### src/rtl/core/sab_pkg.sv
`timescale 1ns / 1ps
`default_nettype none
// ----------------------------------------------------------------------------
// sab_pkg - shared types and constants of the buffer slot allocator
// pool size, stream count, id width, request and response layouts, codes
// ----------------------------------------------------------------------------
package sab_pkg;

  // pool geometry
  localparam int NUM_SLOTS   = 16;
  localparam int NUM_STREAMS = 8;
  localparam int ID_WIDTH    = 48;

  // field widths
  localparam int OP_W     = 3;
  localparam int SLOT_W   = 4;
  localparam int STREAM_W = 4;
  localparam int STATUS_W = 3;
  localparam int COUNT_W  = 5;
  localparam int TOTAL_W  = 32;
  localparam int MASK_W   = NUM_STREAMS;
  localparam int SBIT_W   = (NUM_STREAMS > 1) ? $clog2(NUM_STREAMS) : 1;

  // request codes
  localparam logic [OP_W-1:0] OP_ALLOC    = 3'd0;
  localparam logic [OP_W-1:0] OP_USE      = 3'd1;
  localparam logic [OP_W-1:0] OP_RECORD   = 3'd2;
  localparam logic [OP_W-1:0] OP_FREE     = 3'd3;
  localparam logic [OP_W-1:0] OP_COMPLETE = 3'd4;

  // response status codes
  localparam logic [STATUS_W-1:0] RC_OK      = 3'd0;
  localparam logic [STATUS_W-1:0] RC_EMPTY   = 3'd1;
  localparam logic [STATUS_W-1:0] RC_STATE   = 3'd2;
  localparam logic [STATUS_W-1:0] RC_STREAM  = 3'd3;
  localparam logic [STATUS_W-1:0] RC_NOTPEND = 3'd4;
  localparam logic [STATUS_W-1:0] RC_IDFULL  = 3'd5;

  // per-slot life cycle
  typedef enum logic [1:0] {
    SLOT_FREE  = 2'd0,
    SLOT_ALLOC = 2'd1,
    SLOT_INUSE = 2'd2,
    SLOT_PEND  = 2'd3
  } slot_state_t;

  typedef struct packed {
    logic [OP_W-1:0]     operation;
    logic [SLOT_W-1:0]   buffer_index;
    logic [STREAM_W-1:0] stream;
  } sab_req_t;

  typedef struct packed {
    logic [STATUS_W-1:0] status;
    logic [SLOT_W-1:0]   granted_index;
    logic [ID_WIDTH-1:0] granted_id;
    logic                deferred;
    logic [COUNT_W-1:0]  free_slots;
    logic [COUNT_W-1:0]  pending_slots;
    logic [TOTAL_W-1:0]  alloc_total;
    logic [TOTAL_W-1:0]  free_total;
  } sab_rsp_t;

  // controller to datapath commands
  typedef struct packed {
    logic load;    // capture the accepted request
    logic commit;  // execute it and load the response register
  } sab_cmd_t;

endpackage
`default_nettype wire

### src/rtl/core/sab_stream_if.sv
`timescale 1ns / 1ps
`default_nettype none
// ----------------------------------------------------------------------------
// sab_stream_if - valid/ready channel
// carries one payload item per handshake
// ----------------------------------------------------------------------------
interface sab_stream_if #(
  parameter type payload_t = logic
) ();
  logic     valid;
  logic     ready;
  payload_t payload;

  modport source (output valid, output payload, input ready);
  modport sink   (input valid, input payload, output ready);
endinterface
`default_nettype wire

### src/rtl/core/sab_ctrl.sv
`timescale 1ns / 1ps
`default_nettype none
// ----------------------------------------------------------------------------
// sab_ctrl - request sequencer of the buffer slot allocator
// takes a request, runs it once the response register is free
// ----------------------------------------------------------------------------
module sab_ctrl (
  input  wire logic          clk,
  input  wire logic          rst_n,
  input  wire logic          in_valid,
  output logic               in_ready,
  output logic               out_valid,
  input  wire logic          out_ready,
  output sab_pkg::sab_cmd_t  cmd
);

  typedef enum logic [1:0] {
    ST_IDLE = 2'b01,
    ST_EXEC = 2'b10
  } ctrl_state_t;

  ctrl_state_t state_r, state_nxt;
  logic        out_valid_r, out_valid_nxt;
  logic        rsp_free;

  assign rsp_free = !out_valid_r || out_ready;

  always_comb begin
    state_nxt  = state_r;
    in_ready   = 1'b0;
    cmd.load   = 1'b0;
    cmd.commit = 1'b0;
    unique case (state_r)
      ST_IDLE: begin
        in_ready = 1'b1;
        if (in_valid) begin
          cmd.load  = 1'b1;
          state_nxt = ST_EXEC;
        end
      end
      ST_EXEC: begin
        if (rsp_free) begin
          cmd.commit = 1'b1;
          state_nxt  = ST_IDLE;
        end
      end
      default: state_nxt = ST_IDLE;
    endcase
  end

  always_comb begin
    out_valid_nxt = out_valid_r;
    if (cmd.commit) begin
      out_valid_nxt = 1'b1;
    end else if (out_valid_r && out_ready) begin
      out_valid_nxt = 1'b0;
    end
  end

  always_ff @(posedge clk) begin
    if (!rst_n) begin
      state_r     <= ST_IDLE;
      out_valid_r <= 1'b0;
    end else begin
      state_r     <= state_nxt;
      out_valid_r <= out_valid_nxt;
    end
  end

  assign out_valid = out_valid_r;

endmodule
`default_nettype wire

### src/rtl/core/sab_datapath.sv
`timescale 1ns / 1ps
`default_nettype none
// ----------------------------------------------------------------------------
// sab_datapath - slot table, free stack and counters
// executes one captured request per commit and registers the response
// ----------------------------------------------------------------------------
module sab_datapath (
  input  wire logic              clk,
  input  wire logic              rst_n,
  input  wire sab_pkg::sab_cmd_t cmd,
  input  wire sab_pkg::sab_req_t req,
  output sab_pkg::sab_rsp_t      rsp
);

  localparam int SLOT_W  = sab_pkg::SLOT_W;
  localparam int COUNT_W = sab_pkg::COUNT_W;
  localparam int MASK_W  = sab_pkg::MASK_W;
  localparam int ID_W    = sab_pkg::ID_WIDTH;
  localparam int TOT_W   = sab_pkg::TOTAL_W;
  localparam int NSLOT   = sab_pkg::NUM_SLOTS;

  sab_pkg::sab_req_t    req_r;
  sab_pkg::slot_state_t slot_state_r [NSLOT];
  logic [MASK_W-1:0]    slot_mask_r  [NSLOT];
  logic [SLOT_W-1:0]    free_stack_r [NSLOT];
  logic [COUNT_W-1:0]   free_depth_r, free_depth_nxt;
  logic [COUNT_W-1:0]   pend_cnt_r, pend_cnt_nxt;
  logic [ID_W-1:0]      id_cnt_r, id_cnt_nxt;
  logic [TOT_W-1:0]     alloc_cnt_r, alloc_cnt_nxt;
  logic [TOT_W-1:0]     free_cnt_r, free_cnt_nxt;
  sab_pkg::sab_rsp_t    rsp_r, rsp_nxt;

  logic [SLOT_W-1:0]                 idx;
  logic                              idx_ok;
  logic                              stream_ok;
  logic [sab_pkg::STREAM_W-1:0]      stream_m1;
  logic [MASK_W-1:0]                 stream_bit;
  sab_pkg::slot_state_t              cur_state;
  logic [MASK_W-1:0]                 cur_mask;
  logic                              multi_stream;
  logic                              busy_slot;
  logic [COUNT_W-1:0]                top_ptr;
  logic [SLOT_W-1:0]                 top_slot;
  logic                              do_alloc, do_use, do_record, do_defer, do_release;

  // operand decode
  assign idx        = req_r.buffer_index;
  assign idx_ok     = {1'b0, idx} < COUNT_W'(NSLOT);
  assign stream_ok  = (req_r.stream != '0) &&
                      (req_r.stream <= sab_pkg::STREAM_W'(sab_pkg::NUM_STREAMS));
  assign stream_m1  = req_r.stream - sab_pkg::STREAM_W'(1);
  assign stream_bit = MASK_W'(1) << stream_m1[sab_pkg::SBIT_W-1:0];
  assign cur_state  = slot_state_r[idx];
  assign cur_mask   = slot_mask_r[idx];
  // more than one bit set
  assign multi_stream = (cur_mask & (cur_mask - MASK_W'(1))) != '0;
  assign busy_slot    = (cur_state == sab_pkg::SLOT_ALLOC) ||
                        (cur_state == sab_pkg::SLOT_INUSE);
  assign top_ptr      = free_depth_r - COUNT_W'(1);
  assign top_slot     = free_stack_r[top_ptr[SLOT_W-1:0]];

  always_comb begin
    do_alloc   = 1'b0;
    do_use     = 1'b0;
    do_record  = 1'b0;
    do_defer   = 1'b0;
    do_release = 1'b0;
    rsp_nxt    = '0;
    rsp_nxt.status = sab_pkg::RC_OK;
    case (req_r.operation)
      sab_pkg::OP_ALLOC: begin
        if (!stream_ok) begin
          rsp_nxt.status = sab_pkg::RC_STREAM;
        end else if (free_depth_r == '0) begin
          rsp_nxt.status = sab_pkg::RC_EMPTY;
        end else if (id_cnt_r == '1) begin
          rsp_nxt.status = sab_pkg::RC_IDFULL;
        end else begin
          do_alloc = 1'b1;
        end
      end
      sab_pkg::OP_USE: begin
        if (!idx_ok || cur_state != sab_pkg::SLOT_ALLOC) begin
          rsp_nxt.status = sab_pkg::RC_STATE;
        end else begin
          do_use = 1'b1;
        end
      end
      sab_pkg::OP_RECORD: begin
        if (!stream_ok) begin
          rsp_nxt.status = sab_pkg::RC_STREAM;
        end else if (!idx_ok || !busy_slot) begin
          rsp_nxt.status = sab_pkg::RC_STATE;
        end else begin
          do_record = 1'b1;
        end
      end
      sab_pkg::OP_FREE: begin
        if (!idx_ok || !busy_slot) begin
          rsp_nxt.status = sab_pkg::RC_STATE;
        end else if (multi_stream) begin
          do_defer = 1'b1;
        end else begin
          do_release = 1'b1;
        end
      end
      sab_pkg::OP_COMPLETE: begin
        if (!idx_ok) begin
          rsp_nxt.status = sab_pkg::RC_STATE;
        end else if (cur_state != sab_pkg::SLOT_PEND) begin
          rsp_nxt.status = sab_pkg::RC_NOTPEND;
        end else begin
          do_release = 1'b1;
        end
      end
      default: ;
    endcase

    // counters after the request
    free_depth_nxt = free_depth_r;
    pend_cnt_nxt   = pend_cnt_r;
    id_cnt_nxt     = id_cnt_r;
    alloc_cnt_nxt  = alloc_cnt_r;
    free_cnt_nxt   = free_cnt_r;
    if (do_alloc) begin
      free_depth_nxt = top_ptr;
      id_cnt_nxt     = id_cnt_r + ID_W'(1);
      alloc_cnt_nxt  = alloc_cnt_r + TOT_W'(1);
    end
    if (do_release && free_depth_r < COUNT_W'(NSLOT)) begin
      free_depth_nxt = free_depth_r + COUNT_W'(1);
    end
    if (do_defer) begin
      pend_cnt_nxt = pend_cnt_r + COUNT_W'(1);
    end
    if (req_r.operation == sab_pkg::OP_COMPLETE && do_release && pend_cnt_r != '0) begin
      pend_cnt_nxt = pend_cnt_r - COUNT_W'(1);
    end
    if (req_r.operation == sab_pkg::OP_FREE && (do_defer || do_release)) begin
      free_cnt_nxt = free_cnt_r + TOT_W'(1);
    end

    if (do_alloc) begin
      rsp_nxt.granted_index = top_slot;
      rsp_nxt.granted_id    = id_cnt_nxt;
    end
    rsp_nxt.deferred      = do_defer;
    rsp_nxt.free_slots    = free_depth_nxt;
    rsp_nxt.pending_slots = pend_cnt_nxt;
    rsp_nxt.alloc_total   = alloc_cnt_nxt;
    rsp_nxt.free_total    = free_cnt_nxt;
  end

  // request and response registers, slot masks
  always_ff @(posedge clk) begin
    if (cmd.load) begin
      req_r <= req;
    end
    if (cmd.commit) begin
      rsp_r <= rsp_nxt;
      if (do_alloc) begin
        slot_mask_r[top_slot] <= stream_bit;
      end
      if (do_record) begin
        slot_mask_r[idx] <= cur_mask | stream_bit;
      end
      if (do_release) begin
        slot_mask_r[idx] <= '0;
      end
    end
  end

  // slot states, free stack and counters
  always_ff @(posedge clk) begin
    if (!rst_n) begin
      for (int i = 0; i < NSLOT; i++) begin
        slot_state_r[i] <= sab_pkg::SLOT_FREE;
        free_stack_r[i] <= SLOT_W'(i);
      end
      free_depth_r <= COUNT_W'(NSLOT);
      pend_cnt_r   <= '0;
      id_cnt_r     <= '0;
      alloc_cnt_r  <= '0;
      free_cnt_r   <= '0;
    end else if (cmd.commit) begin
      if (do_alloc) begin
        slot_state_r[top_slot] <= sab_pkg::SLOT_ALLOC;
      end
      if (do_use) begin
        slot_state_r[idx] <= sab_pkg::SLOT_INUSE;
      end
      if (do_defer) begin
        slot_state_r[idx] <= sab_pkg::SLOT_PEND;
      end
      if (do_release) begin
        slot_state_r[idx] <= sab_pkg::SLOT_FREE;
        if (free_depth_r < COUNT_W'(NSLOT)) begin
          free_stack_r[free_depth_r[SLOT_W-1:0]] <= idx;
        end
      end
      free_depth_r <= free_depth_nxt;
      pend_cnt_r   <= pend_cnt_nxt;
      id_cnt_r     <= id_cnt_nxt;
      alloc_cnt_r  <= alloc_cnt_nxt;
      free_cnt_r   <= free_cnt_nxt;
    end
  end

  assign rsp = rsp_r;

endmodule
`default_nettype wire

### src/rtl/core/stream_aware_buffer_allocator.sv
`timescale 1ns / 1ps
`default_nettype none
// ----------------------------------------------------------------------------
// stream_aware_buffer_allocator - buffer slot pool with deferred release
// lifo free stack of 16 slots, per-slot state and stream mask, id stamping
// ----------------------------------------------------------------------------
// usage
//   in_req  : request channel (operation, buffer_index, stream), valid/ready
//   out_rsp : one response per request (status, grant, counters), valid/ready
//   every request, good or bad, yields exactly one response, in order
// sequencing
//   a request taken is held in the request register and executes once the
//   response register is free; a new request is taken only after the last
//   one has executed: the request register feeds a single execute step
//   that reads and updates one slot entry and the stack top, then loads
//   the response register
// reset
//   synchronous, active low; all slots free, stack entry i holds slot i,
//   counters and ids zero; usable in the cycle after reset, no sweep
// back-pressure
//   while a response waits, one more request is still taken and held; it
//   executes as soon as the response register is drained
// ----------------------------------------------------------------------------
module stream_aware_buffer_allocator (
  input  wire logic     clk,
  input  wire logic     rst_n,
  sab_stream_if.sink    in_req,
  sab_stream_if.source  out_rsp
);

  sab_pkg::sab_cmd_t cmd;
  sab_pkg::sab_req_t req;
  sab_pkg::sab_rsp_t rsp;

  // request payload into the datapath
  assign req = in_req.payload;

  // sequencer: accepts, then commits when the response register is free
  sab_ctrl u_ctrl (
    .clk       (clk),
    .rst_n     (rst_n),
    .in_valid  (in_req.valid),
    .in_ready  (in_req.ready),
    .out_valid (out_rsp.valid),
    .out_ready (out_rsp.ready),
    .cmd       (cmd)
  );

  // slot table, free stack, counters and response register
  sab_datapath u_datapath (
    .clk   (clk),
    .rst_n (rst_n),
    .cmd   (cmd),
    .req   (req),
    .rsp   (rsp)
  );

  assign out_rsp.payload = rsp;

endmodule
`default_nettype wire

### src/flat_wrapper.sv
// flat-port wrapper written by rule: the top's interface ports become plain ports
module stream_aware_buffer_allocator_flat 
  (clk, rst_n, in_req_valid, in_req_payload, in_req_ready, out_rsp_valid, out_rsp_payload, out_rsp_ready);
  sab_stream_if #(.payload_t(sab_pkg::sab_req_t)) in_req_i ();
  sab_stream_if #(.payload_t(sab_pkg::sab_rsp_t)) out_rsp_i ();
  input  wire logic clk;
  input  wire logic rst_n;
  input wire logic [$bits(in_req_i.valid)-1:0] in_req_valid;
  input wire logic [$bits(in_req_i.payload)-1:0] in_req_payload;
  output wire logic [$bits(in_req_i.ready)-1:0] in_req_ready;
  output wire logic [$bits(out_rsp_i.valid)-1:0] out_rsp_valid;
  output wire logic [$bits(out_rsp_i.payload)-1:0] out_rsp_payload;
  input wire logic [$bits(out_rsp_i.ready)-1:0] out_rsp_ready;
  assign in_req_i.valid = in_req_valid;
  assign in_req_i.payload = in_req_payload;
  assign in_req_ready = in_req_i.ready;
  assign out_rsp_valid = out_rsp_i.valid;
  assign out_rsp_payload = out_rsp_i.payload;
  assign out_rsp_i.ready = out_rsp_ready;
  stream_aware_buffer_allocator u_core (.clk(clk), .rst_n(rst_n), .in_req(in_req_i), .out_rsp(out_rsp_i));
endmodule
### config.mk
export PLATFORM = sky130hd
export DESIGN_NAME = stream_aware_buffer_allocator_flat
export DESIGN_NICKNAME = d
export VERILOG_FILES = /design/src/rtl/core/sab_pkg.sv /design/src/rtl/core/sab_stream_if.sv /design/src/rtl/core/sab_ctrl.sv /design/src/rtl/core/sab_datapath.sv /design/src/rtl/core/stream_aware_buffer_allocator.sv /design/src/flat_wrapper.sv
export SDC_FILE = /design/constraint.sdc
export NUM_CORES = 1
export LEC_CHECK = 0
export BUFFER_PORTS_ARGS = -buffer_cell sky130_fd_sc_hd__buf_2
export CAP_MARGIN = 0
export CORE_MARGIN = 2
export CORE_UTILIZATION = 33
export DETAILED_ROUTE_END_ITERATION = 10
export GPL_TIMING_DRIVEN = 1
export PLACE_DENSITY = 0.46
export SLEW_MARGIN = 0
export SYNTH_ARGS = -nofsm -noshare
export SYNTH_HDL_FRONTEND = slang
export SYNTH_SLANG_ARGS = --single-unit
### constraint.sdc
create_clock -name clk -period 10.58 [get_ports clk]
set_input_delay 0 -clock clk [delete_from_list [all_inputs] [get_ports clk]]
set_output_delay 0 -clock clk [all_outputs]
set_load 0.05 [all_outputs]
==> out/metrics.yaml <==
setup_path:
  start_kind: "flop"
  critical_path_peak_fanout: 36
  crit_arrival_ps: 6000
  critPathCaptureType: "flop"
  crit_required_ps: 10780
  path_class: "reg -> reg"
clock_network:
  htree_levels: 2
  root_buffer: "clkbuf_16"
  cts_tree: "built"
  clkTransAtPathRegs_ps: 60
  cts_resized: 0
  clock_latency_ps: 600
  cts_inserted_buffers: 52
  clock-sinks: 494
  post-cts-setup-buffers: 0
  cts.path.max_buffers: 3
finish:
  utilization_pct: 38.7
  stdcell_count: 2912
  fin_nets: 2021
  synthToLayoutAreaGrowth_pct: 16.6
  diodes: 0
  fillers: 6457
  drive_gt1_share_pct: 17.2
logic_synthesis:
  yosys_warnings: 0
  async_flop_share_pct: 0
  syn_avg_cell_area_um2: 11.9
  syn_nets: 1885
  muxShareOfSynthArea_pct: 7.29
  synth-xor-area-share_pct: 7.93
  synth_seq_area_share_pct: 61.0
  synthCells: 1859
  synth_edf_count: 365
  synthAdderAreaFrac_pct: 0.620
  ys_ff_latch: 494
  synth_top_family_by_area: "simple AND/OR/NAND/NOR gates"
  synth_cell_types: 67
  netlist_area_mm2: 0.0222
  ys.flop_type: "edfxtp_1"
  yosys.area_share.simple_pct: 15.6
  synth-compound-area-share_pct: 5.09
hold_path:
  min_path_type: "in -> reg"
  hp-start: "rst_n"
floorplanning:
  num_io_pins: 147
  num_rows: 95
  die_y_um: 263
  start_util_pct: 33.2
  die_x_um: 263
  core_area_mm2: 0.0669
  dieArea_mm2: 0.0693
sta:
  final-hold-violation-count: 0
  period_share_pct: 54.9
  slew_viol_final: 0
  finalClockSkew_ps: 19.2
  finalSetupTns_ps: 0
  rsz0062_at_grt: "false"
  setup_viol: 0
  timing.fmax_mhz: 172
  max_slew.worst_pin.slew_ps: 1340
  fin_crit_ps: 5810
  slew_headroom_pct: 10.3
drt:
  routed_wl_mm: 58.6
  via_per_inst: 5.05
  dr.pass1.iters: 5
  drt_iter0_markers: 1342
  drt_drc_violations_left: 0
  drt.antenna.violating_nets: 0
  avgRoutedWirePerCell_um: 20.1
  vias: 14700
status:
  status: "finished, final reports clean"
grt:
  grt_overflow: 0
  grt_pass1_wl_mm: 89.0
  antenna_found_initial: 2
  grt_pass1_vias: 14600
  grt_max_degree: 75
  grt_use_total_pct: 16.6
pwr:
  leakagePower_uw: 0.00879
  ir_drop_v: 0.000109
  powerDensity_mw_per_mm2: 170
job:
  cap_violations: 0
place:
  io_buffers: 146
  dp.cells: 2801
  gp_congestion: 0.873
  hpwl_mm: 40.0
## per-stage QoR
step,worst slack [ps],power [uW],hold WS (ps),area (um^2)
detailed placement,4750,2410,179,23800
floorplan,3850,2320,98.9,22200
CTS,4770,4460,2.32,25900
finish,4770,4410,25.2,25900
global route,4480,4550,19.9,25900
global placement,5000,2410,187,23800
## per-layer routing
layer / part of all wire (%) / track usage [%] / vias to the layer above / wire length [um]
li1: - / - / 6974 / -
met1: 46 / 23.1 / 7234 / 26800
met2: 46 / 26.4 / 402 / 27100
met3: 5.4 / 2.93 / 88 / 3140
met4: 2.6 / 5.07 / 0 / 1510
met5: 0 / 0 / - / 0
## critical path: stages, from the launching register on
cell and delay (ps):
dfxtp_2 530, buf_4 620, mux4_2 580, mux2_2 310
or3_1 380, a31o_1 250, a211oi_2 290, o211ai_2 220
nand2_1 600, a21oi_2 400, o32ai_1 1210
## synth_stat cells (all sizes together) (5+ instances only)
master    n  area share, %
nor2b     7           0.20
or4       5           0.17
or3      37            1.0
ha       11           0.62
and3     26           0.73
buf      23           0.59
nor4      9           0.32
inv      34           0.57
xor2     96            3.8
a21o      5           0.17
a211oi    5           0.19
nor2    266            4.5
nor3     51            1.3
mux2      7           0.36
mux4     59            6.0
dfxtp   129             12
mux2i    21           0.95
o32ai    16           0.63
or2       6           0.17
a31oi     7           0.20
nand4    28           0.79
nand3    67            1.5
o21ai    53            1.2
edfxtp  365             49
o211ai    5           0.19
a21oi    56            1.3
clkbuf   73            1.2
nand2b    9           0.25
and2     12           0.34
xnor2   105            4.1
nand2   212            3.6
## power by group
group | switching [uW] | internal (uW)
Clock | 778 | 1260
Sequential | 19.1 | 2090
Combinational | 170 | 89.6
Total | 968 | 3440
## cells in the final DEF, fill, tap and decap left out, types with 5 or more instances in the layout
cell type        n
nor3_1          46
edfxtp_1       365
buf_2          146
xor2_1          96
nand3_1         67
ha_1            11
clkbuf_16       54
clkinv_1         6
bufinv_16       13
and2_1          12
clkinv_2        10
o32ai_1         16
a21o_1           5
nand2b_1         7
xnor2_1        105
clkinvlp_4       5
a31oi_1          7
mux2_2           7
dlygate4sd3_1   12
nand2_1        212
or3_1           37
buf_4           19
mux2i_1         21
inv_1           33
a21oi_1         46
and3_1          26
o21ai_0         49
or4_1            5
clkbuf_1         7
mux4_2          59
nor3_2           5
nor2b_1          7
nor4_1           8
nand4_1         28
nor2_1         266
a21oi_2         10
dfxtp_1        128
## area by class of cell
class / count / area, um^2 / share of cell area (%)
flip-flops and latches: 494 / 13500 / 52.4
multi-input cells: 1233 / 8170 / 31.6
clock buffers: 62 / 1390 / 5.38
well taps: 873 / 1090 / 4.22
repair buffers: 178 / 998 / 3.86
clock inverters: 36 / 531 / 2.05
inverters: 36 / 143 / 0.551
## sequential cells by signal, summed over array words and instances, names as in the netlist, named ones only
signal / flops
u_core.u_datapath.rsp: 130
u_core.u_datapath.slot_mask_r: 128
u_core.u_datapath.free_stack_r: 64
u_core.u_datapath.id_cnt_r: 48
u_core.u_datapath.alloc_cnt_r: 32
u_core.u_datapath.free_cnt_r: 32
u_core.u_datapath.slot_state_r: 32
u_core.u_datapath.req_r: 7
u_core.u_datapath.free_depth_r: 5
u_core.u_datapath.pend_cnt_r: 5
u_core.u_datapath.idx: 4
u_core.u_ctrl.state_r: 2
u_core.u_ctrl.out_valid: 1
## logic make-up after synthesis
logic type	after synthesis
AO/OA/AOI/OAI	180
XOR/XNOR	201
adder cells (fa/ha/maj)	11
buffers and inverters	132
flip-flops	494
multiplexers	87
AND/OR/NAND/NOR	754
## final timing paths
path | end | slack, ps | cells past startpoint
worst max register to register | u_core.u_datapath.slot_mask_r[11][4] | 4770 | 10
worst min register to register | u_core.u_datapath.alloc_cnt_r[1] | 490 | 2
worst max-delay path | u_core.u_datapath.slot_mask_r[11][4] | 4770 | 10
worst min-delay path | u_core.u_datapath.free_depth_r[4] | 30 | 3
## repair_timing
action	in CTS	in global routing
hold endpoints to repair	18	0
hold buffers	12	0
setup endpoints to repair	0	0
Note: power is estimated with default switching activity, not from simulation.
